### src/rtl/lpr_pkg.sv
package lpr_pkg;

    // Job codes decided by the front end
    localparam logic [1:0] OP_ADD    = 2'd0;
    localparam logic [1:0] OP_FULL   = 2'd1;
    localparam logic [1:0] OP_EXPIRE = 2'd2;
    localparam logic [1:0] OP_LOOKUP = 2'd3;

    // Result status codes
    localparam logic [2:0] ST_FORWARDED   = 3'd0;
    localparam logic [2:0] ST_TTL_EXPIRED = 3'd1;
    localparam logic [2:0] ST_NO_ROUTE    = 3'd2;
    localparam logic [2:0] ST_ADDED       = 3'd3;
    localparam logic [2:0] ST_FULL        = 3'd4;

    localparam logic [5:0] MAX_PREFIX_LEN = 6'd32;
    localparam logic [7:0] TTL_MIN        = 8'd1;

    typedef struct packed {
        logic [1:0]  op;
        logic [31:0] addr;
        logic [5:0]  plen;
        logic        has_hop;
        logic [31:0] hop;
        logic [2:0]  port;
        logic [7:0]  ttl;
    } t_job;

    typedef struct packed {
        logic [2:0]  status;
        logic [2:0]  intf;
        logic [31:0] hop;
        logic [7:0]  ttl;
    } t_result;

endpackage

### src/rtl/lpr_front.sv
module lpr_front #(
    parameter int TABLE_DEPTH = 64,
    parameter int PORT_COUNT  = 8
) (
    input  logic           i_clk,
    input  logic           i_rst_n,
    input  logic           i_valid,
    input  logic           i_full,
    input  logic           i_cmd,
    input  logic [31:0]    i_address,
    input  logic [5:0]     i_prefix_len,
    input  logic           i_has_next_hop,
    input  logic [31:0]    i_next_hop_addr,
    input  logic [2:0]     i_interface_index,
    input  logic [7:0]     i_ttl_in,
    output logic           o_ready,
    output logic           o_push,
    output lpr_pkg::t_job  o_job
);

    localparam int CW = $clog2(TABLE_DEPTH + 1);

    logic [CW-1:0] r_add_count;
    logic [CW-1:0] n_add_count;
    logic [2:0]    port_sat;
    logic          table_full;

    assign o_ready    = !i_full;
    assign o_push     = i_valid && !i_full;
    assign table_full = (r_add_count == CW'(TABLE_DEPTH));

    // Clamp out-of-range interfaces to the highest one present
    always_comb begin
        port_sat = i_interface_index;
        if (PORT_COUNT < 8 && int'(i_interface_index) >= PORT_COUNT) begin
            port_sat = 3'(PORT_COUNT - 1);
        end
    end

    always_comb begin
        o_job.addr    = i_address;
        o_job.plen    = i_prefix_len;
        o_job.has_hop = i_has_next_hop;
        o_job.hop     = i_next_hop_addr;
        o_job.port    = port_sat;
        o_job.ttl     = i_ttl_in;
        n_add_count   = r_add_count;
        if (!i_cmd) begin
            if (table_full) begin
                o_job.op = lpr_pkg::OP_FULL;
            end else begin
                o_job.op = lpr_pkg::OP_ADD;
                if (o_push) begin
                    n_add_count = r_add_count + CW'(1);
                end
            end
        end else if (i_ttl_in <= lpr_pkg::TTL_MIN) begin
            o_job.op = lpr_pkg::OP_EXPIRE;
        end else begin
            o_job.op = lpr_pkg::OP_LOOKUP;
        end
    end

    always_ff @(posedge i_clk) begin
        if (!i_rst_n) begin
            r_add_count <= '0;
        end else begin
            r_add_count <= n_add_count;
        end
    end

endmodule

### config.mk
export PLATFORM = sky130hd
export DESIGN_NAME = lpr_front
export DESIGN_NICKNAME = d
export VERILOG_FILES = /design/src/rtl/lpr_pkg.sv /design/src/rtl/lpr_front.sv
export SDC_FILE = /design/constraint.sdc
export NUM_CORES = 1
export LEC_CHECK = 0
export BUFFER_PORTS_ARGS = -buffer_cell sky130_fd_sc_hd__buf_4
export CORE_AREA = 2 2 68 70
export DETAILED_ROUTE_END_ITERATION = 6
export DIE_AREA = 0 0 70 72
export PLACE_DENSITY = 0.69
export SLEW_MARGIN = 20
export SYNTH_ARGS = -nofsm -noshare
export SYNTH_HDL_FRONTEND = slang
export SYNTH_SLANG_ARGS = --single-unit
### constraint.sdc
create_clock -name i_clk -period 2.8 [get_ports i_clk]
set_input_delay 0.42 -clock i_clk [delete_from_list [all_inputs] [get_ports i_clk]]
set_output_delay 0.42 -clock i_clk [all_outputs]
set_load 0.05 [all_outputs]
# Word-level counts from Yosys, hierarchy flattened
# Cells that the tools add are included.
dict set report totals {
  reg_bits 7
  inputBits 87
  output_inout_bits 86
  word_cells 12
}
dict set report op_classes {
  addsub 1
  order_cmp 1
  n_eq_ne 1
  muxes 3
  bitwise 2
  n_reduce_logical 3
}
# operator count
set ops {}
lappend ops {{<= comparator 8 x 1 -> 1 bit (second input constant)} 1}
lappend ops {{adder 7 x 1 -> 7 bit (second input constant)} 1}
lappend ops {{equality test 7 bit (second input constant)} 1}
lappend ops {{AND reduction 3 bit} 1}
lappend ops {{two-way mux 1 bit} 2}
lappend ops {{two-way mux 2 bit} 1}
lappend ops {{inverter 1 bit} 2}
lappend ops {{logical AND 1 bit} 1}
lappend ops {{logical NOT 1 bit} 1}

# Depth between registers and ports, before layout
# Gate-level depths: netlist of run 1.
dict set report depth {
  ltp_word 3
  mapped_depth 4
  ltp_nobuf 4
}

# Least setup slack after synthesis of run 1
# OpenSTA, ideal clock, no wires.
dict set report synth_path {
  kind {flip-flop to output port}
  from {register r_add_count[4]}
  to {output port o_job[82] (netlist name)}
  arrival_time_ps 1645
  t_required_ps 2380
  slack_ps 735
  stages_incl_launch_ff 4
  n_path_buf 0
  path_cell_list {dfxtp_1 nor4_1 a31oi_1 a31oi_1}
}
# element line_no
set synth_rtl {}
lappend synth_rtl {{start: declaration} lpr_front.sv:23} ;# logic [CW-1:0] r_add_count;
lappend synth_rtl {{start signal: assignment} lpr_front.sv:68} ;# r_add_count <= n_add_count;
lappend synth_rtl {{end: declaration} lpr_front.sv:18} ;# output lpr_pkg::t_job o_job

==> impl_results.md, run 1 <==
- Crit path DAT: around 1.7 ns
- Final min period: approximately 2.1 ns
- Avg Inst Size Synth: about 7.8 sq um
- # IOs: around 170
- Htree depth: 1
- Synth Area in XOR/XNOR: 0
- ANT cells: 0
- Min-delay worst type: flop to flop
- DRC: 0
- Yosys cell types: 22
- Final non-filler cell total: roughly 130
- Placed Instances: around 120
- FF-to-FF path depth: 3
- Fill cells: roughly 490
- Setup crit end kind: output port
- F_max: 479 MHz
- Post-CTS setup buffer count: 0
- Simple-gate share of the synthesized area: 0.109
- Syn nets: roughly 220
- Vias/cell: about 4.4
- DP HPWL: ~1300 um
- Final ANT Viol Nets: 0
- YS warnings: 0
- DR iter-0 viols: 24
- Via count of the first global-routing pass: between 500 and 600
- Die width: roughly 70 um
- Initial Utilization: 0.242
- Clock Path Buffers: 2
- Final hold viol count: 0
- WL final: about 1700 um
- Hold-fix buffers, CTS: 0
- Clk sinks: 7
- Synth-to-Final Area Change: -34.5%
- P_leak: 0.257 nW
- Die Area: 5040 sq um
- Syn Inst Count: roughly 130
- Synthesized area: roughly 1000 sq um
- # resized after CTS: 0
- Total Power: 319 uW
- Tightest Pin Transition: approximately 0.54 ns
- Critical path class: flop to output port
- Slew Limit Headroom: 0.637
- Post-synthesis compound-gate area fraction: 0.0655
- Max reg flops: 7
- Final setup TNS: 0 ns
- Clock latency on the worst-skew pair: 0.23 ns
- Register area share after synthesis: 0.136
- Hold Crit Depth: 2
- I/O Buffers: 22
- Pwr Density: ~470 nW/um^2
- Maxcap violations: 0
- CTS buffer count: 3
- Biggest register: r_add_count
- Placer Congestion: between 0.7 and 0.8
- Number of antenna violations at the first check in global routing: 0
- DIE HEIGHT: just over 70 um
- Total gr overflow: 0
- Layout cells sized above 1: 0.338
- DRT Pass-1 Iters: 4
- Proportion of synthesized area in mux cells: 0.0388
- Setup-failing EPs final: 0
- GRT Total Usage: 0.0655
- Max-slew violations: 0
- Yosys reg bits: 7
- Worst-path fanout max: 4
- Clock Pin Slew Worst Setup and Hold Paths: ~0.040 ns
- Via count: between 500 and 600
- Net count, final: about 160
- Largest family of logic cells by synthesized area: buffers and inverters
- Regs by FF count: r_add_count: 7 flops
- Drt wl/cell: about 13 um
- Clock skew: approximately 0.0065 ns
- Adder-Cell Fraction of Synth Area: 0.0242
- Fin crit share: 0.745
- Worst setup SP type: flop
- CTS tree: done
- Root Buffer: clkbuf_8
- Critical path required time: ~2.4 ns
- Area of the core: about 4300 sq um
- Global-route wire length before repair: 2500 um
- RSZ-0062 raised after global routing: false
- Status: finished, final reports clean
- FP Rows: 24
- VDD IR max: 0.0000904 V
- Largest net degree at the start of global routing: 12
-- area by class of cell --
class                   count  area [sq um]  share of cell area
repair buffers             22           165               0.244
multi-input cells          37           245               0.363
flip-flops and latches      7           140               0.207
well taps                  52          65.1              0.0963
clock buffers               4          45.0              0.0667
inverters                   4          15.0              0.0222
-- cell usage after synthesis, drive strengths merged --
library cell	count	area, sq um
buf	84	628
dfxtp	7	140
nand2	7	26.3
inv	4	15.0
mux2i	4	40.0
a21boi	3	22.5
a31oi	3	18.8
nand3	3	15.0
nor4	3	18.8
ha	2	25.0
nand2b	2	12.5
o21ai	2	10.0
or3	2	12.5
a311oi	1	8.76
clkbuf	1	3.75
nor2b	1	6.26
nor3	1	5.00
o31ai	1	7.51
or3b	1	8.76
or4	1	7.51
-- path summary, 6_finish.rpt --
kind,start,endpoint,slack (ns)
max,r_add_count[4],o_job[82],0.71
min,r_add_count[5],r_add_count[5],0.50
max reg2reg,r_add_count[4],r_add_count[0],1.42
min reg2reg,r_add_count[5],r_add_count[5],0.50
-- power breakdown --
group,internal [mW],switching [mW]
combinational,0.0253,0.0455
clock,0.0988,0.0470
sequential,0.101,0.00110
-- routing by layer --
metal	up-vias	global-route usage	part of all wire
met5	-	0	0
met3	24	0.0597	0.18
met2	49	0.0984	0.45
met1	250	0.0513	0.30
li1	229	-	-
met4	0	0.0577	0.065
-- per-stage QoR --
step | hold WS (ns) | util | setup WS [ns] | instance area (sq um)
finish | 0.498 | 0.158 | 0.713 | 676
global route | 0.520 | 0.158 | 0.632 | 676
CTS | 0.498 | 0.158 | 0.745 | 676
detailed placement | 0.488 | 0.148 | 1.02 | 631
global placement | 0.477 | 0.148 | 1.00 | 631
floorplan | 0.456 | - | 0.735 | 1030
-- placed cells by master, fill, tap and decap left out, drive strengths merged, types with 2 or more instances in the layout --
master and n:
clkbuf 4, nor4 3, or3 2, inv 4, mux2i 4, dfxtp 7
ha 2, buf 22, a21boi 3, o21ai 2, nand2b 2, nand2 7
a31oi 3, nand3 3
-- cells by family (layout without fill, tap and decap cells) --
family | count (synthesis) | count (layout)
mux | 4 | 4
fa+ha+maj | 2 | 2
flops | 7 | 7
buf+inv | 89 | 30
compound gates | 10 | 10
simple gates | 21 | 21
-- critical path, stage by stage, from the launching register on --
cell and delay [ns]:
dfxtp_1 0.32, nor4_1 0.52, a31oi_1 0.17, a31oi_1 0.19
buf_4 0.23
Power figures use the tool's default switching activity.
==> run 2: changes to the inputs <==
--- a/config.mk
+++ b/config.mk
@@ -6,10 +6,10 @@
 export NUM_CORES = 1
 export LEC_CHECK = 0
 export BUFFER_PORTS_ARGS = -buffer_cell sky130_fd_sc_hd__buf_4
-export CORE_AREA = 2 2 68 70
+export CORE_AREA = 2 2 66 68
 export DETAILED_ROUTE_END_ITERATION = 6
-export DIE_AREA = 0 0 70 72
-export PLACE_DENSITY = 0.69
+export DIE_AREA = 0 0 68 70
+export PLACE_DENSITY = 0.73
 export SLEW_MARGIN = 20
 export SYNTH_ARGS = -nofsm -noshare
 export SYNTH_HDL_FRONTEND = slang
==> constraint.sdc (replaced) <==
create_clock -name i_clk -period 2.2 [get_ports i_clk]
set_input_delay 0.33 -clock i_clk [delete_from_list [all_inputs] [get_ports i_clk]]
set_output_delay 0.33 -clock i_clk [all_outputs]
set_load 0.05 [all_outputs]
==> run 2 against run 1 <==
Compared with the run above:
- via count decreased by 5.4%
- core utilization grew 0.46 points
- sequential share of layout area stayed put
- critical path type unchanged
- critical endpoint unchanged
- critical path depth unchanged
- clock skew shrank 0.0029 ns
- first-iteration DRC count decreased by 8.3%
==> impl_results.md, run 2 (synthesis results as in run 1) <==
- Status: finished, final reports clean
- Setup crit end kind: output port
- Final ANT Viol Nets: 0
- # IOs: roughly 170
- Clock Path Buffers: 2
- Synth-to-Final Area Change: -34.5%
- Biggest register: r_add_count
- DIE HEIGHT: around 70 um
- Setup-failing EPs final: 0
- WL final: 1970 um
- Hold-fix buffers, CTS: 0
- Regs by FF count: r_add_count: 7 flops
- DR iter-0 viols: 22
- RSZ-0062 raised after global routing: false
- Vias/cell: 4.14
- WP buf/inv: 1
- CTS tree: done
- Layout cells sized above 1: 0.338
- Critical path class: flop to output port
- Min-delay worst type: input port to flop
- Total gr overflow: 0
- Clk sinks: 7
- ANT cells: 0
- Pwr Density: around 600 nW/um^2
- Slowest stage delay, CP: between 0.4 and 0.5 ns
- Slowest-stage cell, CP: nor4_1
- Root Buffer: clkbuf_8
- Max-slew violations: 0
- DP HPWL: ~1700 um
- Worst-path fanout max: 4
- Initial Utilization: 0.249
- Tightest Pin Transition: just under 0.5 ns
- Crit path top cell by count: a31oi_1
- DRT Pass-1 Iters: 3
- Net count, final: about 160
- P_leak: ~0.26 nW
- Final hold viol count: 0
- Pre-CTS WS: around 0.5 ns
- Max reg flops: 7
- Worst Slack Setup Final: roughly 0.29 ns
- Drt wl/cell: around 16 um
- Clock skew: between 0.003 and 0.004 ns
- Crit path DAT: ~1.6 ns
- Critical path required time: about 1.9 ns
- WHS: roughly 0.42 ns
- F_max: approximately 520 MHz
- # resized after CTS: 0
- Largest net degree at the start of global routing: 12
- CP cell instances: nor4_1 > a31oi_1 > a31oi_1 > buf_4
- Via count: about 520
- Die width: roughly 70 um
- Maxcap violations: 0
- Global-route wire length before repair: between 2000 and 3000 um
- Htree depth: 1
- Worst setup SP type: flop
- Slew Limit Headroom: 0.673
- Final min period: roughly 1.9 ns
- Fin crit share: 0.870
- FP Rows: 24
- Commonest non-fill, non-tap cell in the layout: buf_4
- Most frequent cells in the layout: buf_4, nand2_1, dfxtp_1
- Post-CTS setup buffer count: 0
- I/O Buffers: 22
- CTS buffer count: 3
- DRC: 0
- CP delay by family, top: simple AND/OR/NAND/NOR gates
- VDD IR max: 0.000123 V
- Die Area: 4760 sq um
- Clock Pin Slew Worst Setup and Hold Paths: ~0.040 ns
- Number of antenna violations at the first check in global routing: 0
- Placer Congestion: between 0.8 and 0.9
- Area of the core: roughly 4100 sq um
- Clock latency on the worst-skew pair: about 0.23 ns
- Via count of the first global-routing pass: 552
- GRT Total Usage: 0.0841
- Final setup TNS: 0 ns
==> run 2: final cells by class <==
cell class                 instances  area (sq um)
clock buffer                       4          45.0
fill                             481          3470
inverter                           4          15.0
multi-input combinational         37           245
sequential                         7           140
tap                               52          65.1
timing repair buffer              22           165
==> run 2: per-layer routing <==
| layer | routed length (um) | vias to the layer above | GRT usage |
|---|---|---|---|
| li1 | - | 231 | - |
| met1 | 535 | 211 | 0.0670 |
| met2 | 853 | 49 | 0.115 |
| met3 | 444 | 31 | 0.0837 |
| met4 | 133 | 0 | 0.0733 |
| met5 | 0 | - | 0 |
==> run 2: worst register-to-register path: cells and delay by family (launching register included) <==
family | cells | cell delay (ns)
and+or+nand+nor | 1 | 0.47
DFF | 1 | 0.33
muxes | 1 | 0.16
AOI/OAI and AO/OA | 1 | 0.23
==> run 2: worst paths after layout <==
| check | startpoint | end | slack, ns | cells after the start |
|---|---|---|---|---|
| hold reg to reg | r_add_count[1] | r_add_count[1] | 0.50 | 2 |
| hold / removal | i_rst_n | r_add_count[4] | 0.42 | 2 |
| setup / recovery | r_add_count[5] | o_job[82] | 0.29 | 4 |
| setup reg to reg | r_add_count[5] | r_add_count[1] | 0.89 | 3 |
==> run 2: per-stage QoR <==
step / utilization / cells / instance area [sq um] / power [mW]
global placement: 0.152 / 122 / 631 / 0.223
CTS: 0.163 / 126 / 676 / 0.417
finish: 0.163 / 126 / 676 / 0.408
floorplan: - / 133 / 1030 / 0.563
global route: 0.163 / 126 / 676 / 0.426
detailed placement: 0.152 / 122 / 631 / 0.224
==> run 2: where the power goes <==
group	switching (mW)	total, mW	internal [mW]
combinational	0.0586	0.0906	0.0321
sequential	0.00123	0.130	0.129
clock	0.0614	0.187	0.126
