## src/rtl/lpr_pkg.sv

```systemverilog
package lpr_pkg;

    // Job codes decided by the front end
    localparam logic [1:0] OP_ADD    = 2'd0;
    localparam logic [1:0] OP_FULL   = 2'd1;
    localparam logic [1:0] OP_EXPIRE = 2'd2;
    localparam logic [1:0] OP_LOOKUP = 2'd3;

    // Result status codes
    localparam logic [2:0] ST_FORWARDED   = 3'd0;
    localparam logic [2:0] ST_TTL_EXPIRED = 3'd1;
    localparam logic [2:0] ST_NO_ROUTE    = 3'd2;
    localparam logic [2:0] ST_ADDED       = 3'd3;
    localparam logic [2:0] ST_FULL        = 3'd4;

    localparam logic [5:0] MAX_PREFIX_LEN = 6'd32;
    localparam logic [7:0] TTL_MIN        = 8'd1;

    typedef struct packed {
        logic [1:0]  op;
        logic [31:0] addr;
        logic [5:0]  plen;
        logic        has_hop;
        logic [31:0] hop;
        logic [2:0]  port;
        logic [7:0]  ttl;
    } t_job;

    typedef struct packed {
        logic [2:0]  status;
        logic [2:0]  intf;
        logic [31:0] hop;
        logic [7:0]  ttl;
    } t_result;

endpackage

```

## src/rtl/lpr_fifo.sv

```systemverilog
module lpr_fifo (
    input  logic           i_clk,
    input  logic           i_rst_n,
    input  logic           i_push,
    input  lpr_pkg::t_job  i_job,
    input  logic           i_pop,
    output lpr_pkg::t_job  o_job,
    output logic           o_empty,
    output logic           o_full
);

    lpr_pkg::t_job r_slot [2];
    logic          r_wr_ptr;
    logic          r_rd_ptr;
    logic [1:0]    r_level;
    logic          do_push;
    logic          do_pop;

    assign o_empty = (r_level == 2'd0);
    assign o_full  = (r_level == 2'd2);
    assign do_push = i_push && !o_full;
    assign do_pop  = i_pop && !o_empty;
    assign o_job   = r_slot[r_rd_ptr];

    always_ff @(posedge i_clk) begin
        if (do_push) begin
            r_slot[r_wr_ptr] <= i_job;
        end
    end

    always_ff @(posedge i_clk) begin
        if (!i_rst_n) begin
            r_wr_ptr <= 1'b0;
            r_rd_ptr <= 1'b0;
            r_level  <= 2'd0;
        end else begin
            if (do_push) begin
                r_wr_ptr <= !r_wr_ptr;
            end
            if (do_pop) begin
                r_rd_ptr <= !r_rd_ptr;
            end
            case ({do_push, do_pop})
                2'b10:   r_level <= r_level + 2'd1;
                2'b01:   r_level <= r_level - 2'd1;
                default: r_level <= r_level;
            endcase
        end
    end

endmodule

```

## config.mk

```make
export PLATFORM = sky130hd
export DESIGN_NAME = lpr_fifo
export DESIGN_NICKNAME = d
export VERILOG_FILES = /design/src/rtl/lpr_pkg.sv /design/src/rtl/lpr_fifo.sv
export SDC_FILE = /design/constraint.sdc
export NUM_CORES = 1
export LEC_CHECK = 0
export BUFFER_PORTS_ARGS = -buffer_cell sky130_fd_sc_hd__buf_4
export CAP_MARGIN = 15
export CELL_PAD_IN_SITES_DETAIL_PLACEMENT = 0
export CELL_PAD_IN_SITES_GLOBAL_PLACEMENT = 2
export CORE_ASPECT_RATIO = 1.2
export CORE_MARGIN = 2
export CORE_UTILIZATION = 42
export CTS_BUF_LIST = sky130_fd_sc_hd__clkbuf_2
export DETAILED_ROUTE_END_ITERATION = 7
export PLACE_DENSITY_LB_ADDON = 0.08
export SLEW_MARGIN = 10
export SYNTH_ARGS = -nofsm -noshare
export SYNTH_HDL_FRONTEND = slang
export SYNTH_SLANG_ARGS = --single-unit
```

## constraint.sdc

```tcl
create_clock -name i_clk -period 4.5 [get_ports i_clk]
set_input_delay 0.9 -clock i_clk [delete_from_list [all_inputs] [get_ports i_clk]]
set_output_delay 0.9 -clock i_clk [all_outputs]
set_load 0.01 [all_outputs]
```

== Word level (Yosys, flattened, before mapping) ==
Memories as Yosys holds them, arrays and structs flattened. A register that Yosys moved wholly into a read port is not among the register bits.
Cells that the tools add are included.

* $add $sub $neg: 2
* Equal/unequal tests: 3
* Mux-type cells: 5
* Reduce and logical (&&, ||, !) cells: 8

{| class="wikitable"
|+ Operators by type and width
! kind !! number
|-
| 2-bit equality test (second input constant) || 2
|-
| 1-bit zero test || 4
|-
| 1-bit two-way mux || 4
|-
| 2-bit one-hot mux with 2 select lines || 1
|-
| 2-bit by 1-bit adder with 2-bit output (second input constant) || 1
|-
| 2-bit by 1-bit equality test with 1-bit output (second input constant) || 1
|-
| 1-bit logical AND || 2
|-
| 2-bit zero test || 1
|-
| 2-bit nonzero test || 1
|-
| 2-bit by 1-bit subtractor with 2-bit output (second input constant) || 1
|}

* Bits in registers: 4
* Bits in writable memories: 168
* Bits of input ports: 88
* Output and inout port bits: 86
* Word-level logic and storage cells: 22
* Memories: 1

{| class="wikitable"
|+ Memories
! name !! depth !! bits a word !! read ports !! clocked after Yosys merged registers in !! wr ports !! RTL line !! RTL
|-
| r_slot || 2 || 84 || 1 || 1 || 1 || lpr_fifo.sv:12 || <nowiki>lpr_pkg::t_job r_slot [2];</nowiki>
|}

== Logic depth before layout (Yosys ltp) ==
Gate-level depths: netlist (run 1).

* Word-level depth: 5
* Gate-level depth with buffers: 6

== Least setup slack after synthesis (run 1) ==
OpenSTA, ideal clock, no wires.

* Kind: in2reg
* Start point: in i_push
* End point: mem r_slot[0][0] in the netlist's numbering, enable pin
* Library setup time: 438 ps
* Arrival: 2930 ps
* Data required time: 4062 ps
* Path slack: 1132 ps
* Stages on the path: 3
* Path through: inv_1 -> or3_1 -> inv_1

* Word-level cells in the longest chain between the ends: 3

{| class="wikitable"
|+ Ends and longest elaborated chain
! item !! RTL line !! RTL
|-
| start, declared || lpr_fifo.sv:4 || <nowiki>input logic i_push,</nowiki>
|-
| 1-bit logical AND || lpr_fifo.sv:21 || <nowiki>assign do_push = i_push && !o_full;</nowiki>
|-
| 1-bit two-way mux || lpr_fifo.sv:26 || <nowiki>if (do_push) begin</nowiki>
|-
| 1-bit two-way mux (implied by the code) || lpr_fifo.sv:27 || <nowiki>r_slot[r_wr_ptr] <= i_job;</nowiki>
|-
| end, declared || lpr_fifo.sv:12 ||
|}

Every way passes these cells.

==> results.py, run 1 <==
metrics = {
    "global_route": {
        "grt_most_used_layer": "met2",
        "grt_pass1_vias": 3209,
        "groute.usage.overall": 0.143,
        "grt_pass1_wl_mm": 16.4,
        "grt_max_degree": 85,
        "grt_overflow_total": 0,
        "antenna_found_initial": 1,
        "met1_usage": 0.156,
        "use_met2": 0.244,
        "grt_util_met3": 0.0642,
    },
    "critical_path": {
        "worstPathRequired_ps": 3600,
        "rrSetupSlack_ps": 2480,
        "worst_ep_arrival_time_ps": 2200,
        "cp_max_fo": 62,
        "timing.rr.start": "r_level[0]$_SDFFE_PN0P_",
        "cp-end-kind": "primary output",
        "worstSetupStartpointType": "flop",
        "path_class": "flop to primary output",
        "reg2regPathDepth": 3,
        "worstReg2RegEnd": "r_slot[1][15]$_DFFE_PP_",
    },
    "final_layout": {
        "final_layout_size_suffix_gt1_frac": 0.604,
        "layout.nets": 563,
        "area_delta_synth_final_pct": 28.5,
        "fin_area_um2": 8060,
        "postLayoutCoreUtil": 0.557,
        "n_fill_cell": 1179,
    },
    "sta": {
        "final-setup-viol-count": 0,
        "fmax_mhz": 323,
        "slew_headroom": 0.675,
        "worst_slew_pin_slew_ps": 488,
        "skew_ps": 22.0,
        "fin_setup_tns_ps": 0,
        "rsz0062_at_grt": "false",
        "fin_crit_ps": 3100,
        "hold_violations": 0,
        "fin_crit_sh": 0.689,
        "drv_slew": 0,
    },
    "place": {
        "port-buffer-count": 173,
        "hpwl_mm": 7.24,
        "placed_area_um2": 7820,
        "globalplace.congestion": 0.715,
    },
    "clock_tree": {
        "clkLatencyLatePin_ps": 670,
        "htreeDepth": 4,
        "clk_path_buf_depth": 2,
        "cts_sinks": 173,
        "hold_buffers": 0,
        "postCtsSetupBuffers": 0,
        "cts_resized": 0,
        "cts_buffers": 17,
        "clk_pin_slew_worst_paths_ps": 220,
        "cts_tree": "built",
        "clock-root-buffer": "clkbuf_2",
    },
    "yosys": {
        "async_flop_share": 0,
        "synth_seq_area_share": 0.820,
        "yosys.area.top_type": "edfxtp_1",
        "synth_area_leaders": "edfxtp_1, mux2_2, dfxtp_1, buf_2, xnor2_1",
        "synth-main-ff-cell": "edfxtp_1",
        "ys_ff_latch": 173,
        "synth.most_common_cell": "edfxtp_1",
        "synthTopCellsByCount": "edfxtp_1, mux2_2, buf_2",
        "synth_fp_nets": 376,
        "yosysWarnings": 0,
        "syn_area_per_cell_um2": 21.9,
        "synth_area_um2": 6270,
        "syn_inst": 287,
        "synth_edf_count": 168,
        "yosysTopAreaCellShare": 0.804,
        "synth_cell_type_count": 18,
    },
    "die": {
        "die_area_um2": 15900,
        "initial_core_util": 0.433,
        "die_x_um": 116,
        "rows": 48,
        "die_h_um": 138,
        "coreArea_um2": 14500,
        "pin_count": 174,
    },
    "power": {
        "power_mw": 4.12,
        "peakVddDrop_v": 0.000277,
        "power_density_nw_per_um2": 512,
        "p_leak_nw": 2.98,
    },
    "worst_hold_path": {
        "hold_path_depth": 1,
        "whs_endpoint": "r_slot[0][79]$_DFFE_PP_",
        "min-delay-path-class": "input pin to flop",
        "worstHoldStart": "i_job[79]",
    },
    "outcome": {
        "outcome": "finished, final reports clean",
    },
    "route": {
        "wl_mm": 11.4,
        "drc": 0,
        "route.detailed.vias_per_inst": 4.59,
        "drtAntennaViolNets": 0,
        "dr.first_iter.drc_count": 113,
        "first_pass_iters": 4,
        "wl_per_cell_um": 16.5,
        "vias": 3161,
    },
    "job": {
        "maxCapViolations": 0,
    },
}
## layout make-up
cell class	instances	area [um^2]	area share
diodes	1	2.50	0.000311
clock inverters	11	103	0.0127
well taps	200	250	0.0311
repair buffers	177	1360	0.169
inverters	3	12.5	0.00155
flip-flops and latches	173	5150	0.639
multi-input cells	102	1080	0.134
clock buffers	21	105	0.0130
## cells by family after synthesis
logic type	share of synthesized area
adders and majority gates	0.00199
and+or+nand+nor	0.00858
buffers and inverters	0.00898
AOI/OAI and AO/OA	0.00519
muxes	0.151
DFF	0.820
xor gates and xnor gates	0.00419
## power by group
group	switching, mW	internal (mW)
combinational	0.585	0.704
sequential	0.0858	2.03
clock	0.469	0.252
## layout by cell type, fill, tap and decap left out
| cell type | n |
|---|---|
| a21boi_1 | 2 |
| and2_1 | 1 |
| and3_4 | 1 |
| buf_12 | 1 |
| buf_16 | 1 |
| buf_4 | 175 |
| bufinv_16 | 2 |
| clkbuf_2 | 21 |
| clkinv_1 | 4 |
| clkinv_2 | 5 |
| clkinvlp_4 | 1 |
| dfxtp_1 | 4 |
| dfxtp_4 | 1 |
| diode_2 | 1 |
| edfxtp_1 | 168 |
| ha_1 | 1 |
| inv_1 | 1 |
| inv_2 | 1 |
| mux2_2 | 84 |
| nand2_1 | 1 |
| nand2b_2 | 1 |
| nor2_1 | 1 |
| nor2b_1 | 2 |
| o21a_1 | 1 |
| o21ai_0 | 2 |
| or3_1 | 2 |
| xnor2_1 | 3 |
## per-layer routing
layer | wire [um] | part of all wire | vias to the layer above
li1 | - | - | 1507
met1 | 4230 | 0.37 | 1536
met2 | 6060 | 0.53 | 107
met3 | 913 | 0.080 | 11
met4 | 150 | 0.013 | 0
met5 | 0 | 0 | -
## registers in the layout, indices dropped and copies added (netlist names), named ones only
signal    cells
r_slot      168
r_level       2
r_wr_ptr      1
r_rd_ptr      1
## worst max-delay path, cell delays in order (launching register included)
cell and delay [ps]:
dfxtp_4 600, buf_16 330, mux2_2 390, buf_4 140
## stage by stage
step | hold slack [ps] | cells | setup slack (ps)
2_1_floorplan | 457 | 287 | 1130
3_3_place_gp | 471 | 654 | 1820
3_5_place_dp | 491 | 654 | 1810
4_1_cts | 265 | 686 | 980
5_1_grt | 236 | 688 | 1190
6_report | 379 | 688 | 1400
## worst max path at each step
| stage | depth (start not counted) | from | to | slack [ps] |
|---|---|---|---|---|
| floorplan | 3 | i_push | r_slot[0][0]$_DFFE_PP_ | 1130 |
| global placement | 2 | flop | o_job[59] | 1820 |
| detailed placement | 2 | flop | o_job[59] | 1810 |
| CTS | 2 | flop | o_job[59] | 980 |
| global route | 3 | flop | o_job[17] | 1190 |
| finish | 3 | flop | o_job[16] | 1400 |
Note: power is estimated with default switching activity, not from simulation.
==> run 2: changes to the inputs <==
CORE_UTILIZATION = 35   (was 42)
clock period = 2.7 ns   (was 4.5 ns; I/O delays follow)
==> run 2 against run 1 <==
Sequential share of layout area shrank 7.2 points. Non-clock buffer count rose by 92. First-iteration DRC count increased by 12%. Wire length up 12%. Combinational power is 88% higher. Critical path depth unchanged. Total power is 78% higher. Via count is 13% higher. Hold slack worse by 160 ps. Count of clock-buffer cells in the layout down 2. Flip-flop and latch count unchanged. Critical path type unchanged. Largest cell class unchanged. Highest routed layer unchanged.
==> results.py, run 2 (synthesized netlist as in run 1, its figures left out) <==
metrics = {
    "outcome": {
        "outcome": "finished, final reports clean",
    },
    "final_layout": {
        "area_delta_synth_final_pct": 44.8,
        "num_antenna_cells": 0,
        "top_register": "r_slot",
        "largest_reg_flops": 168,
        "most-common-layout-cells": "buf_4, edfxtp_1, dlygate4sd3_1, mux2_2, clkbuf_2",
        "final_layout_size_suffix_gt1_frac": 0.522,
        "largest_registers": "r_slot: 168 flops, r_level: 2 flops",
        "n_fill_cell": 1513,
        "final_common_cell": "buf_4",
        "layout.nets": 655,
    },
    "global_route": {
        "grt_pass1_vias": 3754,
        "grt_max_degree": 48,
        "antenna_found_initial": 0,
        "groute.usage.overall": 0.135,
        "grt_overflow_total": 0,
        "grt_pass1_wl_mm": 19.2,
    },
    "critical_path": {
        "cp-end-kind": "primary output",
        "path_class": "flop to primary output",
        "crit_path_top_delay_cell": "dfxtp_4",
        "crit_chain": "buf_4, mux2_2, buf_4",
        "cp_max_fo": 11,
        "cpPeakStageDelay_ps": 470,
        "worstSetupStartpointType": "flop",
        "timing.rr.start": "r_level[0]$_SDFFE_PN0P_",
        "reg2regPathDepth": 3,
        "worstReg2RegEnd": "r_slot[1][45]$_DFFE_PP_",
        "worstPathRequired_ps": 2160,
        "cp_common_cell": "buf_4",
        "rrSetupSlack_ps": 910,
        "worst_ep_arrival_time_ps": 1910,
    },
    "place": {
        "port-buffer-count": 173,
        "hpwl_mm": 7.89,
        "pre_cts_slack_ps": 706,
        "globalplace.congestion": 0.680,
    },
    "job": {
        "maxCapViolations": 0,
    },
    "worst_hold_path": {
        "whs_endpoint": "r_wr_ptr$_SDFFE_PN0P_",
        "worstHoldStart": "i_push",
        "min-delay-path-class": "input pin to flop",
        "hold_path_depth": 4,
    },
    "route": {
        "first_pass_iters": 4,
        "dr.first_iter.drc_count": 127,
        "route.detailed.vias_per_inst": 4.47,
        "wl_mm": 12.7,
        "wl_per_cell_um": 15.9,
        "drtAntennaViolNets": 0,
        "drc": 0,
        "vias": 3566,
    },
    "sta": {
        "slew_headroom": 0.676,
        "final-setup-viol-count": 0,
        "worst_slew_pin_slew_ps": 485,
        "fin_ws_ps": 253,
        "drv_slew": 0,
        "fin_crit_sh": 0.906,
        "fin_crit_ps": 2450,
        "hold_violations": 0,
        "skew_ps": 31.6,
        "fmax_mhz": 409,
        "fin_setup_tns_ps": 0,
        "rsz0062_at_grt": "false",
    },
    "die": {
        "rows": 53,
        "die_area_um2": 19000,
        "die_h_um": 151,
        "die_x_um": 126,
        "pin_count": 174,
        "coreArea_um2": 17600,
        "initial_core_util": 0.357,
    },
    "power": {
        "clkPwrFrac": 0.196,
        "seq_power_share": 0.475,
        "power_density_nw_per_um2": 809,
        "power_mw": 7.34,
        "internal_power_mw": 5.32,
        "combPwrFrac": 0.329,
        "switching_share": 0.276,
        "p_leak_nw": 3.40,
        "power.net_switching_mw": 2.03,
        "peakVddDrop_v": 0.000319,
    },
    "clock_tree": {
        "clk_pin_slew_worst_paths_ps": 210,
        "cts_tree": "built",
        "htreeDepth": 4,
        "clkLatencyLatePin_ps": 700,
        "cts_sinks": 173,
        "clock-root-buffer": "clkbuf_2",
        "cts_buffers": 17,
        "clk_path_buf_depth": 2,
    },
}
==> run 2: changes by cell type in the layout (fill, tap and decap cells not counted), sizes merged <==
cell / previous run / this run
dlygate4sd3: 0 / 85
buf: 177 / 184
bufinv: 2 / 4
clkbuf: 21 / 19
clkinv: 9 / 7
clkinvlp: 1 / 2
diode: 1 / 0
==> run 2: what timing repair did <==
item | in CTS | in global routing
setup endpoints to repair | 59 | 0
hold buffers | 85 | 0
hold endpoints to repair | 170 | 0
setup buffers | 4 | 0
resized for setup | 0 | 0
==> run 2: metal layers <==
metal / GRT usage / share of wire / wire length [um] / vias up
li1: - / - / - / 1691
met5: 0 / 0 / 0 / -
met4: 0.0445 / 0.011 / 141 / 0
met2: 0.241 / 0.53 / 6740 / 101
met1: 0.149 / 0.40 / 5110 / 1762
met3: 0.0483 / 0.054 / 690 / 12
==> run 2: worst max-delay path by stage <==
stage | startpoint | to | cells past startpoint
CTS | flop | o_job[29] | 3
floorplan | r_level[0]$_SDFFE_PN0P_ | r_slot[0][0]$_DFFE_PP_ | 4
detailed placement | flop | o_job[29] | 3
global route | flop | o_job[25] | 3
global placement | flop | o_job[57] | 3
finish | flop | o_job[29] | 3
==> run 2: worst max-delay path: cells and delay by family, from the launching register on <==
kind	cells	cell delay, ps
buffers and inverters	2	380
muxes	1	370
DFF	1	470
==> run 2: final cells by class <==
class | count | area, um^2 | share of cell area
clock buffers | 19 | 95.1 | 0.0105
flip-flops and latches | 173 | 5150 | 0.567
well taps | 220 | 275 | 0.0303
repair buffers | 269 | 2300 | 0.253
inverters | 3 | 15.0 | 0.00165
clock inverters | 12 | 171 | 0.0189
multi-input cells | 102 | 1080 | 0.118
==> run 2: metrics by stage <==
stage	cell area [um^2]	util	hold slack [ps]	cells
floorplan	6280	-	457	287
global placement	7930	0.451	473	678
detailed placement	7930	0.451	487	678
CTS	9080	0.517	116	798
global route	9080	0.517	85.9	798
finish	9080	0.517	220	798
==> run 2: power by group through the flow <==
stage | logic, mW | registers (mW) | clock network (mW)
floorplan | 1.21 | 3.52 | 0
global placement | 2.26 | 3.60 | 0
detailed placement | 2.26 | 3.61 | 0
CTS | 2.48 | 3.49 | 1.52
global route | 2.60 | 3.53 | 1.63
finish | 2.42 | 3.49 | 1.44
==> run 3: changes to the inputs <==
BUFFER_PORTS_ARGS = default   (was -buffer_cell sky130_fd_sc_hd__buf_4)
CORE_UTILIZATION = 43   (was 35)
DONT_BUFFER_PORTS = 1   (was default)
==> run 3 against run 2 <==
Sequential share of layout area grew 9.9 points. Hold slack improved by 5.6 ps. Utilization increased by 2.2 points. Register-to-register slack lost 150 ps. Die area shrank 18%. Via count is 18% lower. Count of clock-buffer cells in the layout down 2. First-iteration DRC count is 41% higher. Final area shrank 15%. Critical path type unchanged. Flip-flop and latch count unchanged.
==> results.py, run 3 (synthesized netlist as in run 1, its figures left out) <==
metrics = {
    "final_layout": {
        "final_layout_size_suffix_gt1_frac": 0.317,
        "layout.nets": 480,
        "most-common-layout-cells": "edfxtp_1, dlygate4sd3_1, mux2_2, clkbuf_2, bufinv_16",
        "multi_input_area_um2": 1080,
        "postLayoutCoreUtil": 0.539,
        "top_register": "r_slot",
        "register_area_um2": 5150,
        "final_common_cell": "edfxtp_1",
        "fin_cells": 580,
        "n_fill_cell": 1186,
        "largest_registers": "r_slot: 168 flops, r_level: 2 flops",
        "largest_reg_flops": 168,
        "area_delta_synth_final_pct": 23.4,
    },
    "global_route": {
        "groute.usage.overall": 0.147,
        "grt_pass1_wl_mm": 16.5,
        "grt_max_degree": 43,
        "grt_overflow_total": 0,
        "grt_pass1_vias": 3108,
        "antenna_found_initial": 1,
    },
    "place": {
        "port-buffer-count": 0,
        "hpwl_mm": 7.06,
        "globalplace.congestion": 0.727,
        "pre_cts_slack_ps": 774,
        "placed_cells": 460,
    },
    "critical_path": {
        "rrSetupSlack_ps": 760,
        "cp-end-kind": "primary output",
        "worstPathRequired_ps": 2160,
        "cp_max_fo": 41,
        "worstSetupStartpointType": "flop",
        "path_class": "flop to primary output",
        "worst_ep_arrival_time_ps": 1930,
    },
    "clock_tree": {
        "clk_path_buf_depth": 2,
        "clk_pin_slew_worst_paths_ps": 210,
        "clkLatencyLatePin_ps": 690,
        "cts_sinks": 173,
        "cts_buffers": 17,
        "htreeDepth": 4,
        "cts_tree": "built",
        "cts_resized": 0,
        "clock-root-buffer": "clkbuf_2",
    },
    "sta": {
        "drv_slew": 0,
        "fin_crit_sh": 0.916,
        "hold_violations": 0,
        "fmax_mhz": 404,
        "slew_headroom": 0.699,
        "fin_setup_tns_ps": 0,
        "rsz0062_at_grt": "false",
        "whs_ps": 225,
        "skew_ps": 17.1,
        "fin_crit_ps": 2470,
        "final-setup-viol-count": 0,
        "worst_slew_pin_slew_ps": 452,
        "fin_ws_ps": 228,
    },
    "route": {
        "drtAntennaViolNets": 0,
        "route.detailed.vias_per_inst": 5.05,
        "dr.first_iter.drc_count": 179,
        "first_pass_iters": 4,
        "drc": 0,
        "wl_per_cell_um": 19.3,
        "wl_mm": 11.2,
        "vias": 2930,
    },
    "power": {
        "p_leak_nw": 2.57,
        "power_density_nw_per_um2": 862,
        "peakVddDrop_v": 0.000498,
    },
    "die": {
        "die_area_um2": 15600,
        "die_x_um": 114,
        "pin_count": 174,
        "coreArea_um2": 14400,
        "die_h_um": 136,
        "initial_core_util": 0.437,
        "rows": 48,
    },
    "outcome": {
        "outcome": "finished, final reports clean",
    },
    "worst_hold_path": {
        "min-delay-path-class": "input pin to flop",
    },
    "job": {
        "maxCapViolations": 0,
    },
}
run 3: changes by cell type in the layout (fill, tap and decap cells not counted), moves of 2 or more:
cell / previous run / this run
clkinv_2: 2 / 4
clkbuf_2: 19 / 17
inv_6: 0 / 3
buf_4: 178 / 3
clkinv_4: 3 / 1
run 3: metrics by stage:
| stage | total power, mW | instance area (um^2) |
|---|---|---|
| floorplan | 4.74 | 6280 |
| global placement | 5.08 | 6560 |
| detailed placement | 5.09 | 6560 |
| CTS | 6.79 | 7730 |
| global route | 7.00 | 7740 |
| finish | 6.67 | 7740 |
run 3: final cells by class:
| type | count | share of cell area |
|---|---|---|
| clock inverter | 15 | 0.0280 |
| clock buffer | 17 | 0.0110 |
| sequential | 173 | 0.665 |
| tap | 175 | 0.0283 |
| multi-input combinational | 102 | 0.139 |
| timing repair buffer | 94 | 0.126 |
| inverter | 3 | 0.00194 |
| antenna | 1 | 0.000323 |
run 3: path summary, 6_finish.rpt:
| check | endpoint | cells past startpoint | startpoint |
|---|---|---|---|
| worst min-delay path | r_rd_ptr$_SDFFE_PN0P_ | 3 | i_pop |
| worst min register to register | r_wr_ptr$_SDFFE_PN0P_ | 2 | r_wr_ptr$_SDFFE_PN0P_ |
| worst max register to register | r_slot[0][76]$_DFFE_PP_ | 5 | r_level[0]$_SDFFE_PN0P_ |
| worst max-delay path | o_job[59] | 2 | flop |
run 3: layer usage:
| metal | routed length (um) | GRT usage |
|---|---|---|
| met1 | 4290 | 0.159 |
| met2 | 5770 | 0.242 |
| met3 | 953 | 0.0785 |
| met4 | 206 | 0.0623 |
| met5 | 0 | 0 |
run 3: timing repair:
action,4_1_cts,5_1_grt
setup endpoints to repair,60,0
endpoints found under the hold margin,173,0
setup buffers,1,0
hold buffers,86,0
run 3: power breakdown:
| part | switching (mW) | leakage (nW) | internal (mW) |
|---|---|---|---|
| logic | 0.901 | 0.777 | 0.705 |
| registers | 0.129 | 1.61 | 3.38 |
| clock network | 0.855 | 0.176 | 0.702 |
run 3: critical path: stages (launching register included):
cell and delay [ps]:
dfxtp_4 530, buf_12 270, mux2_2 410
